==> src/rtl/core/vlpw_pkg.sv <==
// ----------------------------------------------------------------------------
// vlpw_pkg
// Shared types and constants for the voxel line pick walker.
// ----------------------------------------------------------------------------
package vlpw_pkg;

  localparam int CW = 16;       // voxel coordinate width
  localparam int EW = CW + 3;   // error term width

  typedef enum logic {
    OP_START = 1'b0,
    OP_REPLY = 1'b1
  } op_t;

  typedef enum logic [1:0] {
    KIND_PROBE = 2'd0,
    KIND_HIT   = 2'd1,
    KIND_MISS  = 2'd2,
    KIND_IDLE  = 2'd3
  } kind_t;

  typedef enum logic [1:0] {
    AXIS_X = 2'd0,
    AXIS_Y = 2'd1,
    AXIS_Z = 2'd2
  } axis_t;

  // walk context: positions, driving axis goal, signs, doubled spans, errors
  typedef struct packed {
    logic [2:0][CW-1:0] pos;
    logic [CW-1:0]      end_drive;
    logic [2:0]         sign;
    axis_t              axis;
    logic [EW-1:0]      sd2;
    logic [1:0][EW-1:0] sm2;
    logic [1:0][EW-1:0] err;
  } walk_t;

endpackage

==> src/rtl/core/vlpw_setup.sv <==
// ----------------------------------------------------------------------------
// vlpw_setup
// Line setup: spans, step signs, driving axis and initial error terms.
// ----------------------------------------------------------------------------
module vlpw_setup (
  input  logic [2:0][vlpw_pkg::CW-1:0] start_pos,
  input  logic [2:0][vlpw_pkg::CW-1:0] goal_pos,
  output vlpw_pkg::walk_t              walk
);

  logic [2:0][vlpw_pkg::CW:0] diff;
  logic [2:0][vlpw_pkg::CW:0] span;
  logic [2:0]                 sign;
  vlpw_pkg::axis_t            axis;
  logic [vlpw_pkg::CW:0]      span_d;
  logic [vlpw_pkg::CW:0]      span_m0;
  logic [vlpw_pkg::CW:0]      span_m1;
  logic [vlpw_pkg::CW-1:0]    end_drive;

  always_comb begin
    for (int i = 0; i < 3; i++) begin
      diff[i] = {start_pos[i][vlpw_pkg::CW-1], start_pos[i]}
              - {goal_pos[i][vlpw_pkg::CW-1], goal_pos[i]};
      sign[i] = !diff[i][vlpw_pkg::CW] && (diff[i] != '0);
      span[i] = diff[i][vlpw_pkg::CW] ? (~diff[i] + 1'b1) : diff[i];
    end
  end

  always_comb begin
    if (span[0] >= span[1] && span[0] >= span[2]) begin
      axis = vlpw_pkg::AXIS_X;
    end else if (span[1] >= span[2]) begin
      axis = vlpw_pkg::AXIS_Y;
    end else begin
      axis = vlpw_pkg::AXIS_Z;
    end
  end

  always_comb begin
    unique case (axis)
      vlpw_pkg::AXIS_X: begin
        span_d = span[0]; span_m0 = span[1]; span_m1 = span[2]; end_drive = goal_pos[0];
      end
      vlpw_pkg::AXIS_Y: begin
        span_d = span[1]; span_m0 = span[0]; span_m1 = span[2]; end_drive = goal_pos[1];
      end
      vlpw_pkg::AXIS_Z: begin
        span_d = span[2]; span_m0 = span[0]; span_m1 = span[1]; end_drive = goal_pos[2];
      end
      default: begin
        span_d = '0; span_m0 = '0; span_m1 = '0; end_drive = '0;
      end
    endcase
  end

  always_comb begin
    walk.pos       = start_pos;
    walk.end_drive = end_drive;
    walk.sign      = sign;
    walk.axis      = axis;
    walk.sd2       = {1'b0, span_d, 1'b0};
    walk.sm2[0]    = {1'b0, span_m0, 1'b0};
    walk.sm2[1]    = {1'b0, span_m1, 1'b0};
    walk.err[0]    = {1'b0, span_m0, 1'b0} - {2'b00, span_d};
    walk.err[1]    = {1'b0, span_m1, 1'b0} - {2'b00, span_d};
  end

endmodule

==> src/rtl/core/vlpw_step.sv <==
// ----------------------------------------------------------------------------
// vlpw_step
// One Bresenham step: end check, voxel advance and error update.
// ----------------------------------------------------------------------------
module vlpw_step (
  input  vlpw_pkg::walk_t walk,
  output vlpw_pkg::walk_t walk_nxt,
  output logic            at_end
);

  logic       e0_go;
  logic       e1_go;
  logic [2:0] mv;

  assign e0_go = !walk.err[0][vlpw_pkg::EW-1];
  assign e1_go = !walk.err[1][vlpw_pkg::EW-1];

  always_comb begin
    unique case (walk.axis)
      vlpw_pkg::AXIS_X: begin
        at_end = (walk.pos[0] == walk.end_drive);
        mv     = {e1_go, e0_go, 1'b1};
      end
      vlpw_pkg::AXIS_Y: begin
        at_end = (walk.pos[1] == walk.end_drive);
        mv     = {e1_go, 1'b1, e0_go};
      end
      vlpw_pkg::AXIS_Z: begin
        at_end = (walk.pos[2] == walk.end_drive);
        mv     = {1'b1, e1_go, e0_go};
      end
      default: begin
        at_end = 1'b1;
        mv     = '0;
      end
    endcase
  end

  always_comb begin
    walk_nxt = walk;
    for (int i = 0; i < 3; i++) begin
      if (mv[i]) begin
        walk_nxt.pos[i] = walk.sign[i] ? (walk.pos[i] - 1'b1) : (walk.pos[i] + 1'b1);
      end
    end
    walk_nxt.err[0] = walk.err[0] - (e0_go ? walk.sd2 : '0) + walk.sm2[0];
    walk_nxt.err[1] = walk.err[1] - (e1_go ? walk.sd2 : '0) + walk.sm2[1];
  end

endmodule

==> src/rtl/core/voxel_line_pick_walker.sv <==
// ----------------------------------------------------------------------------
// voxel_line_pick_walker
// A result word passes the setup register and then the result register; out_ready can stall it.
// Throughput: one word per cycle while out_ready holds; a setup register feeds the step stage.
// Reset (rst_n low, synchronous) empties both stages and leaves the walker idle.
// 3D Bresenham voxel walk that stops at the first visible voxel.
// ----------------------------------------------------------------------------
module voxel_line_pick_walker (
  input  logic                           clk,
  input  logic                           rst_n,
  input  logic                           in_valid,
  output logic                           in_ready,
  input  logic                           in_op,
  input  logic signed [vlpw_pkg::CW-1:0] in_start_x,
  input  logic signed [vlpw_pkg::CW-1:0] in_start_y,
  input  logic signed [vlpw_pkg::CW-1:0] in_start_z,
  input  logic signed [vlpw_pkg::CW-1:0] in_goal_x,
  input  logic signed [vlpw_pkg::CW-1:0] in_goal_y,
  input  logic signed [vlpw_pkg::CW-1:0] in_goal_z,
  input  logic                           in_visible,
  output logic                           out_valid,
  input  logic                           out_ready,
  output logic [1:0]                     out_kind,
  output logic signed [vlpw_pkg::CW-1:0] out_vox_x,
  output logic signed [vlpw_pkg::CW-1:0] out_vox_y,
  output logic signed [vlpw_pkg::CW-1:0] out_vox_z
);

  // setup stage
  logic                            s1_valid_r;
  vlpw_pkg::op_t                   s1_op_r;
  logic                            s1_vis_r;
  vlpw_pkg::walk_t                 s1_walk_r;
  vlpw_pkg::walk_t                 setup_walk;
  logic [2:0][vlpw_pkg::CW-1:0]    start_pos;
  logic [2:0][vlpw_pkg::CW-1:0]    goal_pos;

  // step stage and walk state
  logic                            walking_r;
  logic                            walking_nxt;
  vlpw_pkg::walk_t                 state_r;
  vlpw_pkg::walk_t                 state_nxt;
  vlpw_pkg::walk_t                 src;
  vlpw_pkg::walk_t                 step_walk;
  logic                            at_end;
  logic                            s2_take;

  // result register
  logic                            out_valid_r;
  vlpw_pkg::kind_t                 out_kind_r;
  vlpw_pkg::kind_t                 kind_nxt;
  logic [2:0][vlpw_pkg::CW-1:0]    vox_r;
  logic [2:0][vlpw_pkg::CW-1:0]    vox_nxt;

  assign start_pos = {in_start_z, in_start_y, in_start_x};
  assign goal_pos  = {in_goal_z, in_goal_y, in_goal_x};

  vlpw_setup u_setup (
    .start_pos (start_pos),
    .goal_pos  (goal_pos),
    .walk      (setup_walk)
  );

  assign s2_take  = s1_valid_r && (!out_valid_r || out_ready);
  assign in_ready = !s1_valid_r || s2_take;

  always_ff @(posedge clk) begin
    if (!rst_n) begin
      s1_valid_r <= 1'b0;
    end else if (in_ready) begin
      s1_valid_r <= in_valid;
    end
  end

  always_ff @(posedge clk) begin
    if (in_ready && in_valid) begin
      s1_op_r   <= vlpw_pkg::op_t'(in_op);
      s1_vis_r  <= in_visible;
      s1_walk_r <= setup_walk;
    end
  end

  assign src = (s1_op_r == vlpw_pkg::OP_START) ? s1_walk_r : state_r;

  vlpw_step u_step (
    .walk     (src),
    .walk_nxt (step_walk),
    .at_end   (at_end)
  );

  always_comb begin
    walking_nxt = walking_r;
    state_nxt   = state_r;
    kind_nxt    = vlpw_pkg::KIND_IDLE;
    vox_nxt     = '0;
    if (s1_op_r == vlpw_pkg::OP_START || (walking_r && !s1_vis_r)) begin
      if (at_end) begin
        walking_nxt = 1'b0;
        state_nxt   = src;
        kind_nxt    = vlpw_pkg::KIND_MISS;
      end else begin
        walking_nxt = 1'b1;
        state_nxt   = step_walk;
        kind_nxt    = vlpw_pkg::KIND_PROBE;
        vox_nxt     = step_walk.pos;
      end
    end else if (walking_r) begin
      walking_nxt = 1'b0;
      kind_nxt    = vlpw_pkg::KIND_HIT;
      vox_nxt     = state_r.pos;
    end
  end

  always_ff @(posedge clk) begin
    if (!rst_n) begin
      walking_r   <= 1'b0;
      out_valid_r <= 1'b0;
    end else begin
      if (s2_take) begin
        walking_r <= walking_nxt;
      end
      if (s2_take) begin
        out_valid_r <= 1'b1;
      end else if (out_ready) begin
        out_valid_r <= 1'b0;
      end
    end
  end

  always_ff @(posedge clk) begin
    if (s2_take) begin
      state_r    <= state_nxt;
      out_kind_r <= kind_nxt;
      vox_r      <= vox_nxt;
    end
  end

  assign out_valid = out_valid_r;
  assign out_kind  = out_kind_r;
  assign out_vox_x = vox_r[0];
  assign out_vox_y = vox_r[1];
  assign out_vox_z = vox_r[2];

  // an empty setup stage always takes a word
  a_s1_ready: assert property (@(posedge clk) disable iff (!rst_n)
    !s1_valid_r |-> in_ready)
    else $error("setup stage empty but input not ready");

  // walking follows the kind of the last result word
  a_walk_kind: assert property (@(posedge clk) disable iff (!rst_n)
    s2_take |=> (walking_r == (out_kind_r == vlpw_pkg::KIND_PROBE)))
    else $error("walking flag disagrees with last result kind");

  // miss and idle words carry zero coordinates
  a_zero_vox: assert property (@(posedge clk) disable iff (!rst_n)
    out_valid_r && (out_kind_r == vlpw_pkg::KIND_MISS || out_kind_r == vlpw_pkg::KIND_IDLE)
    |-> (vox_r == '0))
    else $error("nonzero coordinates on miss or idle word");

endmodule

==> config.mk <==
export PLATFORM = sky130hd
export DESIGN_NAME = voxel_line_pick_walker
export DESIGN_NICKNAME = d
export VERILOG_FILES = /design/src/rtl/core/vlpw_pkg.sv /design/src/rtl/core/vlpw_setup.sv /design/src/rtl/core/vlpw_step.sv /design/src/rtl/core/voxel_line_pick_walker.sv
export SDC_FILE = /design/constraint.sdc
export NUM_CORES = 1
export LEC_CHECK = 0
export BUFFER_PORTS_ARGS = -buffer_cell sky130_fd_sc_hd__buf_2
export CAP_MARGIN = 0
export CORE_UTILIZATION = 55
export DETAILED_ROUTE_END_ITERATION = 16
export PLACE_DENSITY = 0.73
export SYNTH_ARGS = -nofsm -noshare
export SYNTH_HDL_FRONTEND = slang
export SYNTH_HIERARCHICAL = 1
export SYNTH_SLANG_ARGS = --single-unit
==> constraint.sdc <==
create_clock -name clk -period 20 [get_ports clk]
set_input_delay 3 -clock clk [delete_from_list [all_inputs] [get_ports clk]]
set_output_delay 3 -clock clk [all_outputs]
set_load 0.02 [all_outputs]
# Yosys cells after proc, flatten, opt, wreduce, memory -nomap -nowiden
# Cells that the tools add are included.
[word_totals] input_bits=102 out_inout_bits=52 wordCells=121 ff_bits=377
[op_classes] order_cmp=3 mux=31 bitwise_logic=4 n_reduce_logical=27 add_sub_neg=18 eq_ne=7
[op_table] operator="$mux 164" n=2
[op_table] operator="$mux 48" n=3
[op_table] operator="$mux 16" n=6
[op_table] operator="$pmux 17 s2" n=2
[op_table] operator="$add 17x1->17 const B" n=3
[op_table] operator="$ge 17x17->1" n=3
[op_table] operator="$mux 17" n=3
[op_table] operator="$not 17->17" n=3
[op_table] operator="$pmux 17 s3" n=1
[op_table] operator="$reduce_bool 17->1" n=3
[op_table] operator="$sub 16x16->17" n=3
[op_table] operator="$add 16x1->16 const B" n=3
[op_table] operator="$eq 16x16->1" n=3
[op_table] operator="$pmux 16 s3" n=1
[op_table] operator="$sub 16x1->16 const B" n=3
[op_table] operator="$add 19x19->19" n=2
[op_table] operator="$mux 19" n=2
[op_table] operator="$sub 18x17->19" n=2
[op_table] operator="$sub 19x19->19" n=2
[op_table] operator="$mux 2" n=5
[op_table] operator="$pmux 3 s3" n=1
[op_table] operator="$logic_not 1->1" n=8
[op_table] operator="$logic_and 1x1->1" n=7
[op_table] operator="$eq 2x1->1 const B" n=2
[op_table] operator="9 further kinds" n=17

# Depth between registers and ports, before layout
[depth] ltp_word=11 mapped_depth=45 ltp_nobuf=43

# Modules after synthesis
# Netlist, hierarchy kept.
[by_module_without_submodules] mod="voxel_line_pick_walker" n_inst=1 cells_per_inst=1230 area_each_um2=16527.1 seq_area_each_um2=11471.0
[by_module_without_submodules] mod="vlpw_setup" n_inst=1 cells_per_inst=1188 area_each_um2=8018.9 seq_area_each_um2=0.0
[by_module_without_submodules] mod="vlpw_step" n_inst=1 cells_per_inst=1007 area_each_um2=6972.9 seq_area_each_um2=0.0

# Least setup slack after synthesis
# OpenSTA, ideal clock, no wires.
[synth_path] kind="input -> register" start="input in_start_z[0] (netlist name)" end="register s1_walk_r[16] (netlist name), data pin" required_time_ns=19.741 t_arrival_ns=10.668 setup_time_ns=0.259 path_stages=41 path_slack_ns=9.072 path_buffers=2 path_cell_list="inv_1 > ha_1 > fa_1 > nand2b_1 > a211oi_1 > o41ai_1 > a21oi_1 > a21o_1 > a21o_1 > nand2_1 > nand2_1 > a21oi_1 > xnor2_1 > or4_1 > o21ai_0 > xor2_1 > ha_1 > nand4_1 > (+5 left out) > buf_2 > buf_1 > a21oi_1 > fa_1 > a21o_1 > a21oi_1 > o21bai_1 > a21oi_1 > o21bai_1 > a21oi_1 > o21bai_1 > a21oi_1 > o21bai_1 > a21oi_1 > o21ai_0 > a31o_2 > a21oi_1 > xnor2_1"
[synth_lines] item="from (decl)" line="voxel_line_pick_walker.sv:16" text="input logic signed [vlpw_pkg::CW-1:0] in_start_z,"
[synth_lines] item="to (signal assigned)" line="voxel_line_pick_walker.sv:79" text="s1_walk_r <= setup_walk;"
[synth_lines] item="to (decl)" line="voxel_line_pick_walker.sv:33" text="vlpw_pkg::walk_t s1_walk_r;"

==> reports/qor.csv <==
metric,value,unit
status,completed,
"Slowest-stage cell, CP",nor4_1,
Routed Antenna Nets,0,
PortBufs,153,
CTS buffer count,45,
row cnt,87,
Final min period,12.01,ns
largest net degree at the start of global routing,102,
CTS Hold Bufs,0,
fin nets,3745,
GRT Util Overall,29.2,%
CP max FO,31,
"Arr. time, crit path",12.43,ns
WP data required,20.41,ns
first drt pass iteration count,7,
Die Height,241,um
routed vias/inst,5.94,
Synth Area in Compound Gates,14.0,%
Hold WC Path Type,flop to flop,
Slew @ Worst Pin,1.14,ns
synthesized area,31500,sq um
CTS tree,yes,
nature of the critical path startpoint,input pin,
DIE WIDTH,241,um
max cap viols,0,
global route overflow,0,
xor/xnor share of the synthesized area,4.86,%
Post-Synth Adder-Cell Area,11.3,%
Leak Pwr,14.0,nW
initial antenna violation count,5,
first-pass GRT wire length,131,mm
final period utilization,60.1,%
async set-reset flop share out of synthesis,0,%
power per standard cell area,193,nW/um^2
post-synthesis mux area share,7.96,%
"commonest non-fill, non-tap cell in the layout",nor2_1,
most frequent cells in the layout,"nor2_1 (550), edfxtp_1 (380), inv_1 (288), nand2_1 (275), ha_1 (215)",
CTS H-tree lvls,2,
Crit path largest cell delay,0.83,ns
Clock Path Buffers,3,
Yosys cell types,97,
Worst Skew,0.0226,ns
final setup vio count,0,
clock tree sinks,383,
"Setup Fix Bufs, Post-CTS",0,
end of the worst hold path,out_valid,
Worst-path clk slew,0.06,ns
worst-skew pair later-pin latency,0.59,ns
# DRC,0,
top post-synthesis cells by area,"edfxtp_1 (36%), ha_1 (8.5%), nor2_1 (6.6%)",
placed cell area,31800,sq um
Post-synth top flop,edfxtp_1,
setup TNS,0,ns
Avg Inst Size Synth,9.20,sq um
"EDFF count, synth",380,
register bit total from synthesis,383,
routed wire length,85.6,mm
post-synthesis sequential area ratio,36.4,%
leading area contributor after synthesis,edfxtp_1,
"Slew Viols, Final",0,
R2R depth,13,
Post-Synthesis Cells,3425,
Area Growth Syn to Fin,5.59,%
simple-gate share of the synthesized area,16.8,%
Die ar.,58300,sq um
routability cong.,0.984,
source of the worst hold timing path,s1_valid_r,
Yosys warning total,6,
post_cts resized,0,
Routed WL per cell,20.5,um
R2R Path Start,s1_op_r,
I/O Pins,154,
worst-case vdd ir drop,0.000131,V
final instance area,33300,sq um
clock root buffer,clkbuf_16,
Crit Path Category,input pin to flop,
Worst Setup End Kind,flop,
Slew headroom,24.0,%
Vias,24768,
share of layout cells above drive strength 1,13.3,%
Starting DRT DRC Count,2785,
vias in the first global route,22704,
Yosys top cell area share,36.2,%
initial core utilization,55.8,%
largest family of logic cells by synthesized area,simple AND/OR/NAND/NOR gates,
R2R Setup Slk,13.56,ns
Final Hold Fails,0,
RSZ-0062 raised after global routing,no,
core area,56500,sq um
Fmax,83.2,MHz
RR Endpoint,out_vox_z[15],
cell mode on critical path,a21oi_1,
dpl hpwl,62.0,mm
Min-Delay Path Depth,2,
[how the worst max path moves through the flow]
stage	slack [ns]	start	cells past startpoint	to
CTS	8.17	in_start_z[0]	43	s1_walk_r[18]
global placement	7.92	in_start_z[0]	42	s1_walk_r[37]
finish	7.99	in_start_x[0]	39	s1_walk_r[37]
detailed placement	7.60	in_start_z[0]	43	s1_walk_r[18]
global route	7.14	in_start_x[0]	39	s1_walk_r[37]
floorplan	9.07	in_start_z[0]	41	s1_walk_r[16]
[cell families (layout without fill, tap and decap cells)]
family	count (synthesis)	count (layout)
and+or+nand+nor	1175	1175
muxes	201	201
AOI/OAI and AO/OA	677	677
other	1	7
xor gates and xnor gates	174	174
buffers and inverters	555	540
adders and majority gates	259	259
DFF	383	383
[final cells by class]
class | count | area (sq um)
inverters | 290 | 1090
clock buffers | 54 | 1200
fillers | 4864 | 23200
well taps | 756 | 946
multi-input cells | 2492 | 17400
diodes | 1 | 2.50
flip-flops and latches | 383 | 11500
repair buffers | 172 | 921
clock inverters | 24 | 279
[power by group]
part           total [mW]  internal, mW  switching (mW)
Combinational        4.20          1.63            2.57
Clock               0.845         0.504           0.341
Sequential           1.39          1.33          0.0591
Total                6.44          3.47            2.97
[synthesized netlist by cell type (all sizes together) (9+ instances only)]
| library cell | instances |
|---|---|
| xnor2 | 105 |
| xor2 | 69 |
| a21oi | 192 |
| nor3 | 48 |
| inv | 290 |
| o211ai | 12 |
| or3 | 19 |
| o21bai | 26 |
| nand4 | 76 |
| a22oi | 18 |
| o21ai | 173 |
| clkbuf | 69 |
| nor2 | 552 |
| and3 | 15 |
| a2111oi | 10 |
| and2 | 9 |
| or4 | 10 |
| nor4 | 10 |
| or2 | 11 |
| nand3 | 30 |
| nand2b | 27 |
| ha | 215 |
| o21a | 38 |
| o31ai | 21 |
| a21o | 60 |
| mux2 | 170 |
| a211o | 13 |
| a31oi | 14 |
| nor2b | 62 |
| fa | 44 |
| a211oi | 25 |
| buf | 196 |
| nand2 | 275 |
| mux2i | 31 |
| edfxtp | 380 |
[layer usage]
metal / part of all wire [%] / up-vias / track usage [%]
li1: - / 11828 / -
met1: 45 / 11761 / 43.4
met2: 44 / 1042 / 43.5
met3: 8.9 / 133 / 5.04
met4: 2.6 / 4 / 8.46
met5: 0.040 / - / 0
[worst max-delay path: cells and delay by family]
family	cells	cell delay [ns]
AO/OA/AOI/OAI	21	4.43
adder cells (fa/ha/maj)	4	1.55
buffers and inverters	2	0.13
AND/OR/NAND/NOR	12	3.29
[sequential cells by signal (all words and copies together), names as in the netlist]
register,count
state_r,164
s1_op_r,1
out_kind,2
walking_r,1
out_valid,1
s1_vis_r,1
out_vox_x,16
out_vox_y,16
out_vox_z,16
s1_valid_r,1
s1_walk_r,164
[per-stage QoR]
stage | instances | setup slack (ns) | total power [mW] | util [%] | hold slack (ns)
after detailed placement | 4093 | 7.60 | 5.51 | 56.3 | 0.535
after global placement | 4093 | 7.92 | 5.45 | 56.3 | 0.529
after floorplan | 3430 | 9.07 | 4.60 | - | 0.500
after global routing | 4172 | 7.14 | 6.93 | 58.9 | 0.584
final | 4172 | 7.99 | 6.44 | 58.9 | 0.537
after CTS | 4171 | 8.17 | 6.39 | 58.9 | 0.543
Power figures use the tool's default switching activity.
